### config.mk
export PLATFORM = sky130hd
export DESIGN_NAME = domain_to_node_id_allocator
export DESIGN_NICKNAME = d
export VERILOG_FILES = /design/src/hw/rtl/dnid_pkg.sv /design/src/hw/rtl/dnid_ram.sv /design/src/hw/rtl/dnid_free_find.sv /design/src/hw/rtl/domain_to_node_id_allocator.sv
export SDC_FILE = /design/constraint.sdc
export NUM_CORES = 2
export LEC_CHECK = 0
export ABC_AREA = 1
export ABC_CLOCK_PERIOD_IN_PS = 9700
export BUFFER_PORTS_ARGS = -buffer_cell sky130_fd_sc_hd__buf_4
export CAP_MARGIN = 20
export CORE_AREA = 2 2 441 443
export CTS_CLUSTER_DIAMETER = 40
export CTS_CLUSTER_SIZE = 12
export DETAILED_ROUTE_END_ITERATION = 7
export DIE_AREA = 0 0 443 445
export PLACE_DENSITY = 0.81
export SETUP_SLACK_MARGIN = 0.05
export SLEW_MARGIN = 30
export SYNTH_ARGS = -nofsm -noshare
export SYNTH_HDL_FRONTEND = slang
export SYNTH_SLANG_ARGS = --single-unit
### constraint.sdc
create_clock -name clk -period 9.7 [get_ports clk]
set_input_delay 1.94 -clock clk [delete_from_list [all_inputs] [get_ports clk]]
set_output_delay 1.94 -clock clk [all_outputs]
set_load 0.02 [all_outputs]
### src/hw/rtl/dnid_pkg.sv
`default_nettype none
// ----------------------------------------------------------------------------
// dnid_pkg
// Shared types and constants for the domain-to-node id allocator.
// ----------------------------------------------------------------------------
package dnid_pkg;

  localparam int DefDomainCount = 256;
  localparam int DefNodeCount   = 64;

  // forward entry: {mapped, node[5:0]}
  localparam int FwdW    = 7;
  localparam int NodeW   = 6;
  localparam int DomOutW = 8;

  typedef enum logic [1:0] {
    KIND_ALLOC   = 2'd0,
    KIND_LOOKUP  = 2'd1,
    KIND_REVERSE = 2'd2,
    KIND_NONE    = 2'd3
  } kind_t;

  typedef enum logic [1:0] {
    ST_CLEAR,
    ST_IDLE,
    ST_EXEC
  } state_t;

endpackage : dnid_pkg
`default_nettype wire

### src/hw/rtl/dnid_ram.sv
`default_nettype none
// ----------------------------------------------------------------------------
// dnid_ram
// Generic single-write, single-read RAM with registered read data.
// ----------------------------------------------------------------------------
module dnid_ram #(
  parameter int WIDTH = 8,
  parameter int DEPTH = 16,
  localparam int AW   = (DEPTH > 1) ? $clog2(DEPTH) : 1
) (
  input  wire logic             clk,
  input  wire logic             we,
  input  wire logic [AW-1:0]    waddr,
  input  wire logic [WIDTH-1:0] wdata,
  input  wire logic             re,
  input  wire logic [AW-1:0]    raddr,
  output logic      [WIDTH-1:0] rdata
);

  logic [WIDTH-1:0] mem [DEPTH];

  always_ff @(posedge clk) begin
    if (we) begin
      mem[waddr] <= wdata;
    end
    if (re) begin
      rdata <= mem[raddr];
    end
  end

endmodule : dnid_ram
`default_nettype wire

### src/hw/rtl/dnid_free_find.sv
`default_nettype none
// ----------------------------------------------------------------------------
// dnid_free_find
// Priority encoder: lowest clear bit of the node-in-use map.
// ----------------------------------------------------------------------------
module dnid_free_find #(
  parameter int N   = 64,
  localparam int NW = (N > 1) ? $clog2(N) : 1
) (
  input  wire logic [N-1:0]  used,
  output logic               found,
  output logic      [NW-1:0] idx
);

  always_comb begin
    found = 1'b0;
    idx   = '0;
    for (int i = N - 1; i >= 0; i--) begin
      if (!used[i]) begin
        found = 1'b1;
        idx   = NW'(i);
      end
    end
  end

endmodule : dnid_free_find
`default_nettype wire

### src/hw/rtl/domain_to_node_id_allocator.sv
`default_nettype none
// ----------------------------------------------------------------------------
// domain_to_node_id_allocator
// First-fit node id allocator with forward (domain->node) and reverse
// (node->domain) maps held in RAM and an in-use bitmap in flops.
// ----------------------------------------------------------------------------
// Flow: the accept edge registers the RAM reads, then the result register
//   and any allocation writes are loaded once the output is free or draining.
//   A new item is accepted only after the current one has finished.
// Reset: rst clears control and the in-use map, then a clearing pass writes
//   max(DOMAIN_COUNT, NODE_COUNT) RAM entries, one per cycle, with
//   s_axis_tready low. Config writes are taken during the pass.
// ----------------------------------------------------------------------------
module domain_to_node_id_allocator
  import dnid_pkg::*;
#(
  parameter int DOMAIN_COUNT = DefDomainCount,
  parameter int NODE_COUNT   = DefNodeCount
) (
  input  wire logic        clk,
  input  wire logic        rst,
  // config: numa_disabled
  input  wire logic        cfg_we,
  input  wire logic        cfg_wdata,
  // request stream
  input  wire logic        s_axis_tvalid,
  output logic             s_axis_tready,
  input  wire logic [39:0] s_axis_tdata,  // domain_id[31:0], node_id[38:32], pad
  input  wire logic [1:0]  s_axis_tuser,  // kind[1:0]
  // result stream
  output logic             m_axis_tvalid,
  input  wire logic        m_axis_tready,
  output logic      [15:0] m_axis_tdata   // node_out[5:0], node_valid[6],
                                          // domain_out[14:7], domain_valid[15]
);

  localparam int DW        = $clog2(DOMAIN_COUNT);
  localparam int NW        = $clog2(NODE_COUNT);
  localparam int RevW      = DW + 1;              // {valid, domain}
  localparam int ClrCount  = (DOMAIN_COUNT > NODE_COUNT) ? DOMAIN_COUNT : NODE_COUNT;
  localparam int CW        = $clog2(ClrCount);

  state_t state, state_next;

  logic          numa_disabled;
  logic [CW-1:0] clr_idx;
  logic [NODE_COUNT-1:0] used_bits;

  // captured request
  kind_t         req_kind;
  logic          req_dom_ok;     // in range and not disabled
  logic [DW-1:0] req_dom_idx;
  logic          req_node_ok;

  // output register
  logic        out_valid;
  logic [15:0] out_data;

  // RAM ports
  logic            fwd_we, fwd_re, rev_we, rev_re;
  logic [DW-1:0]   fwd_waddr, fwd_raddr;
  logic [FwdW-1:0] fwd_wdata, fwd_rdata;
  logic [NW-1:0]   rev_waddr, rev_raddr;
  logic [RevW-1:0] rev_wdata, rev_rdata;

  // free node search
  logic          free_found;
  logic [NW-1:0] free_idx;

  // decode of the incoming beat
  logic          in_fire;
  logic [31:0]   in_dom;
  logic [6:0]    in_node;
  logic          in_dom_range, in_node_ok;

  logic          finish;
  logic          do_alloc;
  logic [15:0]   result;

  assign in_fire      = s_axis_tvalid && s_axis_tready;
  assign in_dom       = s_axis_tdata[31:0];
  assign in_node      = s_axis_tdata[38:32];
  assign in_dom_range = (in_dom < 32'(DOMAIN_COUNT));
  assign in_node_ok   = !in_node[6] && (in_node < 7'(NODE_COUNT));

  assign s_axis_tready = (state == ST_IDLE);
  assign m_axis_tvalid = out_valid;
  assign m_axis_tdata  = out_data;

  dnid_ram #(.WIDTH(FwdW), .DEPTH(DOMAIN_COUNT)) u_fwd_ram (
    .clk   (clk),
    .we    (fwd_we),
    .waddr (fwd_waddr),
    .wdata (fwd_wdata),
    .re    (fwd_re),
    .raddr (fwd_raddr),
    .rdata (fwd_rdata)
  );

  dnid_ram #(.WIDTH(RevW), .DEPTH(NODE_COUNT)) u_rev_ram (
    .clk   (clk),
    .we    (rev_we),
    .waddr (rev_waddr),
    .wdata (rev_wdata),
    .re    (rev_re),
    .raddr (rev_raddr),
    .rdata (rev_rdata)
  );

  dnid_free_find #(.N(NODE_COUNT)) u_free_find (
    .used  (used_bits),
    .found (free_found),
    .idx   (free_idx)
  );

  // reads are issued on the accept edge; data is held until the next accept
  assign fwd_re    = in_fire;
  assign rev_re    = in_fire;
  assign fwd_raddr = in_dom_range ? in_dom[DW-1:0] : '0;
  assign rev_raddr = in_node_ok ? in_node[NW-1:0] : '0;

  // result may leave when the output register is free or being drained
  assign finish   = (state == ST_EXEC) && (!out_valid || m_axis_tready);
  // unmapped domain on allocate: take the lowest free node. A free node has
  // never been handed out, so its reverse entry is always invalid here.
  assign do_alloc = finish && (req_kind == KIND_ALLOC) && req_dom_ok &&
                    !fwd_rdata[FwdW-1] && free_found;

  // result assembly
  always_comb begin
    logic [NW+NodeW-1:0]  node_ext;
    logic [DW+DomOutW-1:0] dom_ext;
    node_ext = {{NodeW{1'b0}}, free_idx};
    dom_ext  = {{DomOutW{1'b0}}, rev_rdata[DW-1:0]};
    result   = '0;
    case (req_kind)
      KIND_ALLOC, KIND_LOOKUP: begin
        if (req_dom_ok) begin
          if (fwd_rdata[FwdW-1]) begin
            result[5:0] = fwd_rdata[NodeW-1:0];
            result[6]   = 1'b1;
          end else if (req_kind == KIND_ALLOC && free_found) begin
            result[5:0] = node_ext[NodeW-1:0];
            result[6]   = 1'b1;
          end
        end
      end
      KIND_REVERSE: begin
        if (req_node_ok && rev_rdata[RevW-1]) begin
          result[14:7] = dom_ext[DomOutW-1:0];
          result[15]   = 1'b1;
        end
      end
      default: result = '0;
    endcase
  end

  // write ports: clearing pass or allocation
  always_comb begin
    logic [NW+NodeW-1:0] node_ext;
    node_ext  = {{NodeW{1'b0}}, free_idx};
    fwd_we    = 1'b0;
    fwd_waddr = req_dom_idx;
    fwd_wdata = {1'b1, node_ext[NodeW-1:0]};
    rev_we    = 1'b0;
    rev_waddr = free_idx;
    rev_wdata = {1'b1, req_dom_idx};
    if (state == ST_CLEAR) begin
      fwd_we    = (32'(clr_idx) < 32'(DOMAIN_COUNT));
      fwd_waddr = clr_idx[DW-1:0];
      fwd_wdata = '0;
      rev_we    = (32'(clr_idx) < 32'(NODE_COUNT));
      rev_waddr = clr_idx[NW-1:0];
      rev_wdata = '0;
    end else if (do_alloc) begin
      fwd_we = 1'b1;
      rev_we = 1'b1;
    end
  end

  // next state
  always_comb begin
    state_next = state;
    case (state)
      ST_CLEAR: if (clr_idx == CW'(ClrCount - 1)) state_next = ST_IDLE;
      ST_IDLE:  if (in_fire) state_next = ST_EXEC;
      ST_EXEC:  if (finish) state_next = ST_IDLE;
      default:  state_next = ST_CLEAR;
    endcase
  end

  always_ff @(posedge clk) begin
    if (rst) begin
      state <= ST_CLEAR;
    end else begin
      state <= state_next;
    end
  end

  // control registers
  always_ff @(posedge clk) begin
    if (rst) begin
      clr_idx       <= '0;
      numa_disabled <= 1'b0;
      used_bits     <= '0;
      out_valid     <= 1'b0;
    end else begin
      if (state == ST_CLEAR) begin
        clr_idx <= clr_idx + 1'b1;
      end
      if (cfg_we) begin
        numa_disabled <= cfg_wdata;
      end
      if (do_alloc) begin
        used_bits[free_idx] <= 1'b1;
      end
      if (finish) begin
        out_valid <= 1'b1;
      end else if (m_axis_tready) begin
        out_valid <= 1'b0;
      end
    end
  end

  // payload registers
  always_ff @(posedge clk) begin
    if (in_fire) begin
      req_kind    <= kind_t'(s_axis_tuser);
      req_dom_ok  <= in_dom_range && !numa_disabled;
      req_dom_idx <= fwd_raddr;
      req_node_ok <= in_node_ok;
    end
    if (finish) begin
      out_data <= result;
    end
  end

  // ------------------------------------------------------------------------
  // assertions
  // ------------------------------------------------------------------------
  a_one_in_flight: assert property (@(posedge clk) disable iff (rst)
    in_fire |=> !s_axis_tready)
    else $error("input accepted while an item is in flight");

  a_used_monotonic: assert property (@(posedge clk) disable iff (rst)
    1'b1 |=> ((used_bits & $past(used_bits)) == $past(used_bits)))
    else $error("node in-use bit dropped");

  a_maps_paired: assert property (@(posedge clk) disable iff (rst)
    (state == ST_EXEC && fwd_we) |-> (rev_we && !used_bits[free_idx]))
    else $error("forward write without reverse write on a free node");

  a_result_from_exec: assert property (@(posedge clk) disable iff (rst)
    $rose(out_valid) |-> $past(state == ST_EXEC))
    else $error("result beat without a processed item");

endmodule : domain_to_node_id_allocator
`default_nettype wire
# Word-level counts from Yosys, hierarchy flattened
# Memories as Yosys holds them, arrays and structs flattened. A register that Yosys moved wholly into a read port is not among the register bits.
# Cells that the tools add are included.
# totals
reg_bits	104
ram_bits	2368
inputBits	48
out_inout_bits	18
word_cells	204
n_memories	2
# classes
addsub	1
order_cmp	5
n_eq_ne	8
n_mux	152
bitwise	1
reduce_logical	23
# mem_list
memory	depth	width	rd	rd_ports_with_merged_regs	wr	line	rtl
u_fwd_ram.mem	256	7	1	1	1	dnid_ram.sv:20	logic [WIDTH-1:0] mem [DEPTH];
u_rev_ram.mem	64	9	1	1	1	dnid_ram.sv:20	
# ops
op	n
6-bit two-way mux	66
1-bit two-way mux	74
64-bit bitwise OR	1
32-bit by 9-bit less-than comparator with 1-bit output, second input constant	1
7-bit two-way mux	3
9-bit two-way mux	2
8-bit two-way mux	2
1-bit logical AND	11
8-bit by 1-bit adder with 8-bit output, second input constant	1
8-bit == test, second input constant	1
8-bit by 7-bit less-than comparator with 1-bit output, second input constant	1
6-bit by 7-bit less-than comparator with 1-bit output, second input constant	1
7-bit less-than comparator, second input constant	1
1-bit demux with 6-bit select	1
6-bit by 1-bit greater-or-equal comparator with 1-bit output, second input constant	1
2-bit two-way mux	3
2-bit one-hot mux with 3 select lines	1
2-bit by 1-bit == test with 1-bit output, second input constant	2
2-bit == test, second input constant	2
1-bit logical NOT	4
2-bit logical NOT	2
2-bit by 1-bit inequality test with 1-bit output, second input constant	2
2-bit AND reduction	2
3-bit AND reduction	1
other kinds (4)	4

# Longest topological paths before layout
# logic_depth
depth_word	69
depth_mapped	68
mapped_depth_nobuf	68

# By module
# From an unflattened synthesis, not the netlist that was laid out.
# unflattened
hier_cells	9015
hier_area_um2	102834.9
# by_module_without_submodules
module	n_inst	cells_each	area_per_inst_um2	seq_area_each_um2
dnid_ram (u_fwd_ram)	1	6218	73339.1	54021.8
dnid_ram (u_rev_ram)	1	2016	23889.2	17566.8
domain_to_node_id_allocator	1	616	4908.5	2362.3
dnid_free_find	1	165	698.2	0.0

# Worst setup path after synthesis
# Ideal clock, no wire load.
# synth_timing
path_kind	flip-flop to flip-flop
startpoint	register used_bits[63]
endpoint	memory u_fwd_ram.mem[0][0] (netlist name), data pin
setup_ps	1410
arrival_time_ps	9179
path_slack_ps	-889
path_stages_with_launch	66
synth_period_minus_slack_ps	10589
path_cell_list	dfxtp_1 inv_2 nand2_1 nand2_1 nand2_1 nand2_1 nand2_1 nand2_1 nand2_1 nand2_1 nand2_1 nand2_1 nand2_1 nand2_1 nand2_1 nand2_1 nand2_1 nand2_1 [... 30 more ...] nand2_1 nand2_1 nand2_1 nand2_1 nand2_1 nand2_1 nand2_1 nand2_1 nand2_1 nand2_1 nand2_1 nand2_1 nand2_1 nand2_1 nand2_2 nand2_4 nand2_4 nor2_1
# synth_via
elab_chain_len	65
# synth_lines
element	line	rtl
start, declared	domain_to_node_id_allocator.sv:47	logic [NODE_COUNT-1:0] used_bits;
start signal, assigned	domain_to_node_id_allocator.sv:205	used_bits <= '0;
start signal, assigned by index	domain_to_node_id_allocator.sv:215	used_bits[free_idx] <= 1'b1;
6-bit two-way mux (64 in a row)	dnid_free_find.sv:19	if (!used[i]) begin
7-bit two-way mux	domain_to_node_id_allocator.sv:168	if (state == ST_CLEAR) begin
net fwd_wdata[0]	domain_to_node_id_allocator.sv:62	logic [FwdW-1:0] fwd_wdata, fwd_rdata;
end, declared	dnid_ram.sv:20	
# The timed path passes the listed nets, and every way through them passes these cells.

# Worst setup path in the final report
# layout_timing
startpoint	input s_axis_tdata[22]
endpoint	register u_fwd_ram.rdata[0] (read register of u_fwd_ram.mem), data pin
# layout_via
elab_chain_len	2
# layout_lines
element	line	rtl
start, declared	domain_to_node_id_allocator.sv:28	input wire logic [39:0] s_axis_tdata,
32-bit by 9-bit less-than comparator with 1-bit output	domain_to_node_id_allocator.sv:83	assign in_dom_range = (in_dom < 32'(DOMAIN_COUNT));
8-bit two-way mux	domain_to_node_id_allocator.sv:119	assign fwd_raddr = in_dom_range ? in_dom[DW-1:0] : '0;
end, declared	dnid_ram.sv:17	output logic [WIDTH-1:0] rdata
# No other way between the ends.
# A chain may end at the register's enable or synchronous reset.

==> results.rst <==
.. list-table::
   :header-rows: 1

   * - Metric
     - Value
   * - Measured slew at the worst slew-check pin
     - 1.14 ns
   * - Maximum vdd drop
     - between 0.15 and 0.2 mV
   * - Maximum number of pins on one net before global-route repair
     - about 260
   * - Warnings, synthesis
     - 0
   * - Setup-failing EPs final
     - 0
   * - Number of global-route vias before repair
     - around 64000
   * - Total vias in the final route
     - ~66000
   * - Buffers plus inverters on the worst setup path
     - 4
   * - Share of post-route cells with drive strength above 1
     - 0.0964
   * - Leading post-synthesis cells by cell area
     - sky130_fd_sc_hd__edfxtp_1 (73%), sky130_fd_sc_hd__nor2_1 (6.9%), sky130_fd_sc_hd__o21ai_0 (5.5%), sky130_fd_sc_hd__o211ai_1 (2.9%), sky130_fd_sc_hd__clkbuf_1 (2.0%)
   * - Number of DRC markers after the initial detailed-route iteration
     - ~10000
   * - Syn Nets
     - about 7700
   * - CP Launch Type
     - input port
   * - Cell row count
     - 161
   * - Reg2Reg Setup Slack
     - ~3.7 ns
   * - Die Height
     - about 450 µm
   * - Distinct cells, synth
     - 35
   * - Setup repair bufs after CTS
     - 0
   * - Post-CTS clock slew at the launch and capture registers of the worst setup and hold paths
     - about 0.05 ns
   * - Worst Path Class, Setup
     - in2reg
   * - Synthesis-stage register bit count
     - 2488
   * - Type of destination of the critical path
     - flip-flop
   * - Vias per std cell
     - 6.45
   * - Cell repeated most along the worst path
     - sky130_fd_sc_hd__o21ai_0
   * - Maxcap violations
     - 0
   * - Fill cell count
     - around 14000
   * - Hold WS
     - 0.465 ns
   * - Clk buf depth
     - 4
   * - Count of nets after finishing
     - around 7600
   * - Die X-Extent
     - between 400 and 500 µm
   * - Worst rel slew slack
     - 0.235
   * - Class of the tightest hold or removal check
     - reg2reg
   * - Power density normalized to cell area
     - about 200 nW/µm²
   * - Top achievable clock speed
     - about 140 MHz
   * - Clock network latency to the later pin of the worst-skew pair
     - 0.94 ns
   * - Clock tree from TritonCTS
     - done
   * - DP Wirelength
     - around 130000 µm
   * - Die outline area
     - between 150000 and 200000 µm²
   * - Core area
     - ~190000 µm²
   * - Post-Route Skew
     - around 0.081 ns
   * - DRC violation count after routing
     - 0
   * - Number of antenna violations at the first check in global routing
     - 6
   * - Hold Buf Count CTS
     - 0
   * - CP Cell Sequence
     - buf_4 > nor4_1 > and2_1 > nand4_1 > clkinv_1 > nand2_4 > inv_8 > buf_4 > o21ai_0 > o221ai_1 > o211ai_1 > nand3_1 > nand3_1 > o21ai_0 > o21ai_0 > o22ai_1
   * - Library cell occupying the most area in the post-synthesis netlist
     - sky130_fd_sc_hd__edfxtp_1
   * - Data required time of the worst path
     - 10.34 ns
   * - Total count of hold-check failures in the final report
     - 0
   * - Area grow syn2layout
     - 11.8%
   * - Post-synthesis instance area
     - roughly 99000 µm²
   * - Mean cell area of the mapped netlist
     - between 10 and 15 µm²
   * - Congestion Overflow GR
     - 0
   * - Run status
     - finished, final reports clean
   * - Top cell type's share of synthesized area
     - 0.729
   * - Arrival time of the worst setup path
     - 7.90 ns
   * - Post-synthesis sequential area ratio
     - 0.744
   * - Resized Gates After CTS
     - 0
   * - Accumulated negative setup slack
     - 0 ns
   * - RePlAce Congestion
     - around 0.88
   * - Critical path's largest stage delay
     - around 0.83 ns
   * - Total track usage
     - 0.251
   * - Max Transition Viols Final
     - 0
   * - Count of input and output buffers
     - between 60 and 70
   * - Antenna violation net count after detailed routing
     - 0
   * - Standby leakage power
     - ~37 nW
   * - Cell at the root of the clock tree
     - sky130_fd_sc_hd__clkbuf_16
   * - Router iterations before antenna repair
     - 6
   * - Clk sink count
     - between 2000 and 2500
   * - Initial Utilization
     - 0.518
   * - Gate family responsible for the most delay along the worst path
     - buffers and inverters
   * - Final worst path period share
     - 0.749
   * - Setup repair after global routing missed its margin
     - false
   * - Minimum clock period after layout
     - about 7.3 ns
   * - Count of pins on the block boundary
     - 66
   * - CTS buffer count
     - ~300
   * - Peak fanout along the critical path
     - 159
   * - Wire length of the first global-routing pass
     - 382000 µm
   * - Aggregate routed wire length
     - 255000 µm
   * - Gate count after technology mapping
     - between 7000 and 8000
   * - Count of H-tree levels built during CTS
     - 5
   * - Average wire length per cell after detail routing
     - 24.8 µm
   * - Library cell contributing the largest single delay on the critical path
     - sky130_fd_sc_hd__buf_4
layout make-up:
cell class                      instances  area, µm²  area share
Sequential cell                      2488      74000       0.666
Multi-Input combinational cell       4518      23000       0.207
Clock buffer                          342       7790      0.0702
Tap cell                             2526       3160      0.0285
Timing Repair Buffer                  152       1410      0.0127
Clock inverter                        119       1220      0.0110
Inverter                              132        537     0.00483
Antenna cell                            2       5.00   0.0000451
metrics by stage:
| stage | worst slack (ns) | area, µm² | total power, mW | utilization | std cells |
|---|---|---|---|---|---|
| after floorplan | 0.725 | 99400 | 12.1 | - | 7694 |
| after global placement | 2.04 | 102000 | 12.2 | 0.531 | 9814 |
| after detailed placement | 1.89 | 102000 | 12.2 | 0.531 | 9814 |
| after CTS | 2.72 | 111000 | 22.4 | 0.578 | 10275 |
| after global routing | 2.38 | 111000 | 22.9 | 0.578 | 10277 |
| final | 2.44 | 111000 | 22.4 | 0.579 | 10279 |
worst min-delay path: stages, from the launching register on:
cell,delay [ns]
sky130_fd_sc_hd__dfxtp_1,0.31
sky130_fd_sc_hd__inv_1,0.05
sky130_fd_sc_hd__a21oi_1,0.05
state kept, by name, summed over array words and instances (netlist names):
| signal | flops |
|---|---|
| u_fwd_ram.rdata | 7 |
| u_rev_ram.rdata | 9 |
| m_axis_tvalid | 1 |
| req_node_ok | 1 |
| u_fwd_ram.mem | 1792 |
| u_rev_ram.mem | 576 |
| m_axis_tdata | 16 |
| numa_disabled | 1 |
| state | 2 |
| req_kind | 2 |
| used_bits | 64 |
| req_dom_ok | 1 |
| clr_idx | 8 |
| req_dom_idx | 8 |
cell usage after synthesis, drive strengths merged:
cell       n
a21oi     50
a311oi     7
a31oi      3
and2       2
and3       1
buf       25
clkbuf   531
clkinv     8
dfxtp     76
edfxtp  2412
ha         1
inv      124
nand2    218
nand3    148
nand4     41
nor2    1815
nor3       7
nor4       7
o211ai   387
o21a       1
o21ai   1085
o21bai     1
o221ai   168
o22ai    288
o311ai    72
o31ai     72
or2      144
layout by cell type (no fill, tap or decap), types with 23 or more instances in the layout:
master,count
sky130_fd_sc_hd__a21oi_1,50
sky130_fd_sc_hd__buf_4,127
sky130_fd_sc_hd__clkbuf_1,36
sky130_fd_sc_hd__clkbuf_16,306
sky130_fd_sc_hd__clkinv_1,30
sky130_fd_sc_hd__clkinv_2,24
sky130_fd_sc_hd__clkinvlp_4,23
sky130_fd_sc_hd__dfxtp_1,76
sky130_fd_sc_hd__edfxtp_1,2412
sky130_fd_sc_hd__inv_1,114
sky130_fd_sc_hd__nand2_1,205
sky130_fd_sc_hd__nand3_1,148
sky130_fd_sc_hd__nand4_1,41
sky130_fd_sc_hd__nor2_1,1792
sky130_fd_sc_hd__o211ai_1,387
sky130_fd_sc_hd__o21ai_0,1083
sky130_fd_sc_hd__o221ai_1,168
sky130_fd_sc_hd__o22ai_1,288
sky130_fd_sc_hd__o311ai_0,72
sky130_fd_sc_hd__o31ai_1,72
sky130_fd_sc_hd__or2_2,144
per-layer routing:
metal | GRT usage | vias to the layer above | share of wire
met5 | 0 | - | 0.00016
met4 | 0.136 | 6 | 0.055
met3 | 0.0591 | 891 | 0.12
met2 | 0.402 | 4847 | 0.48
met1 | 0.319 | 31983 | 0.35
li1 | - | 28578 | -
cells by family after synthesis:
kind of cell / after synthesis / synth area share
AO/OA/AOI/OAI: 2134 / 0.132
flip-flops: 2488 / 0.744
adder cells (fa/ha/maj): 1 / 0.000126
AND/OR/NAND/NOR: 2383 / 0.0972
buffers and inverters: 688 / 0.0261
path summary, 6_finish.rpt:
path,from,to,cells after the start
max,s_axis_tdata[22],u_fwd_ram.rdata[0]$_DFFE_PP_,16
min,used_bits[30]$_SDFFE_PP0P_,used_bits[30]$_SDFFE_PP0P_,2
max reg2reg,used_bits[63]$_SDFFE_PP0P_,u_rev_ram.mem[52][7]$_DFFE_PP_,69
min reg2reg,used_bits[30]$_SDFFE_PP0P_,used_bits[30]$_SDFFE_PP0P_,2
power breakdown:
group	internal (mW)	switching, mW	total, mW
Combinational	0.0970	0.263	0.360
Clock	6.23	4.20	10.4
Sequential	11.6	0.00696	11.6
Total	18.0	4.47	22.4
Note: power is estimated with default switching activity, not from simulation.
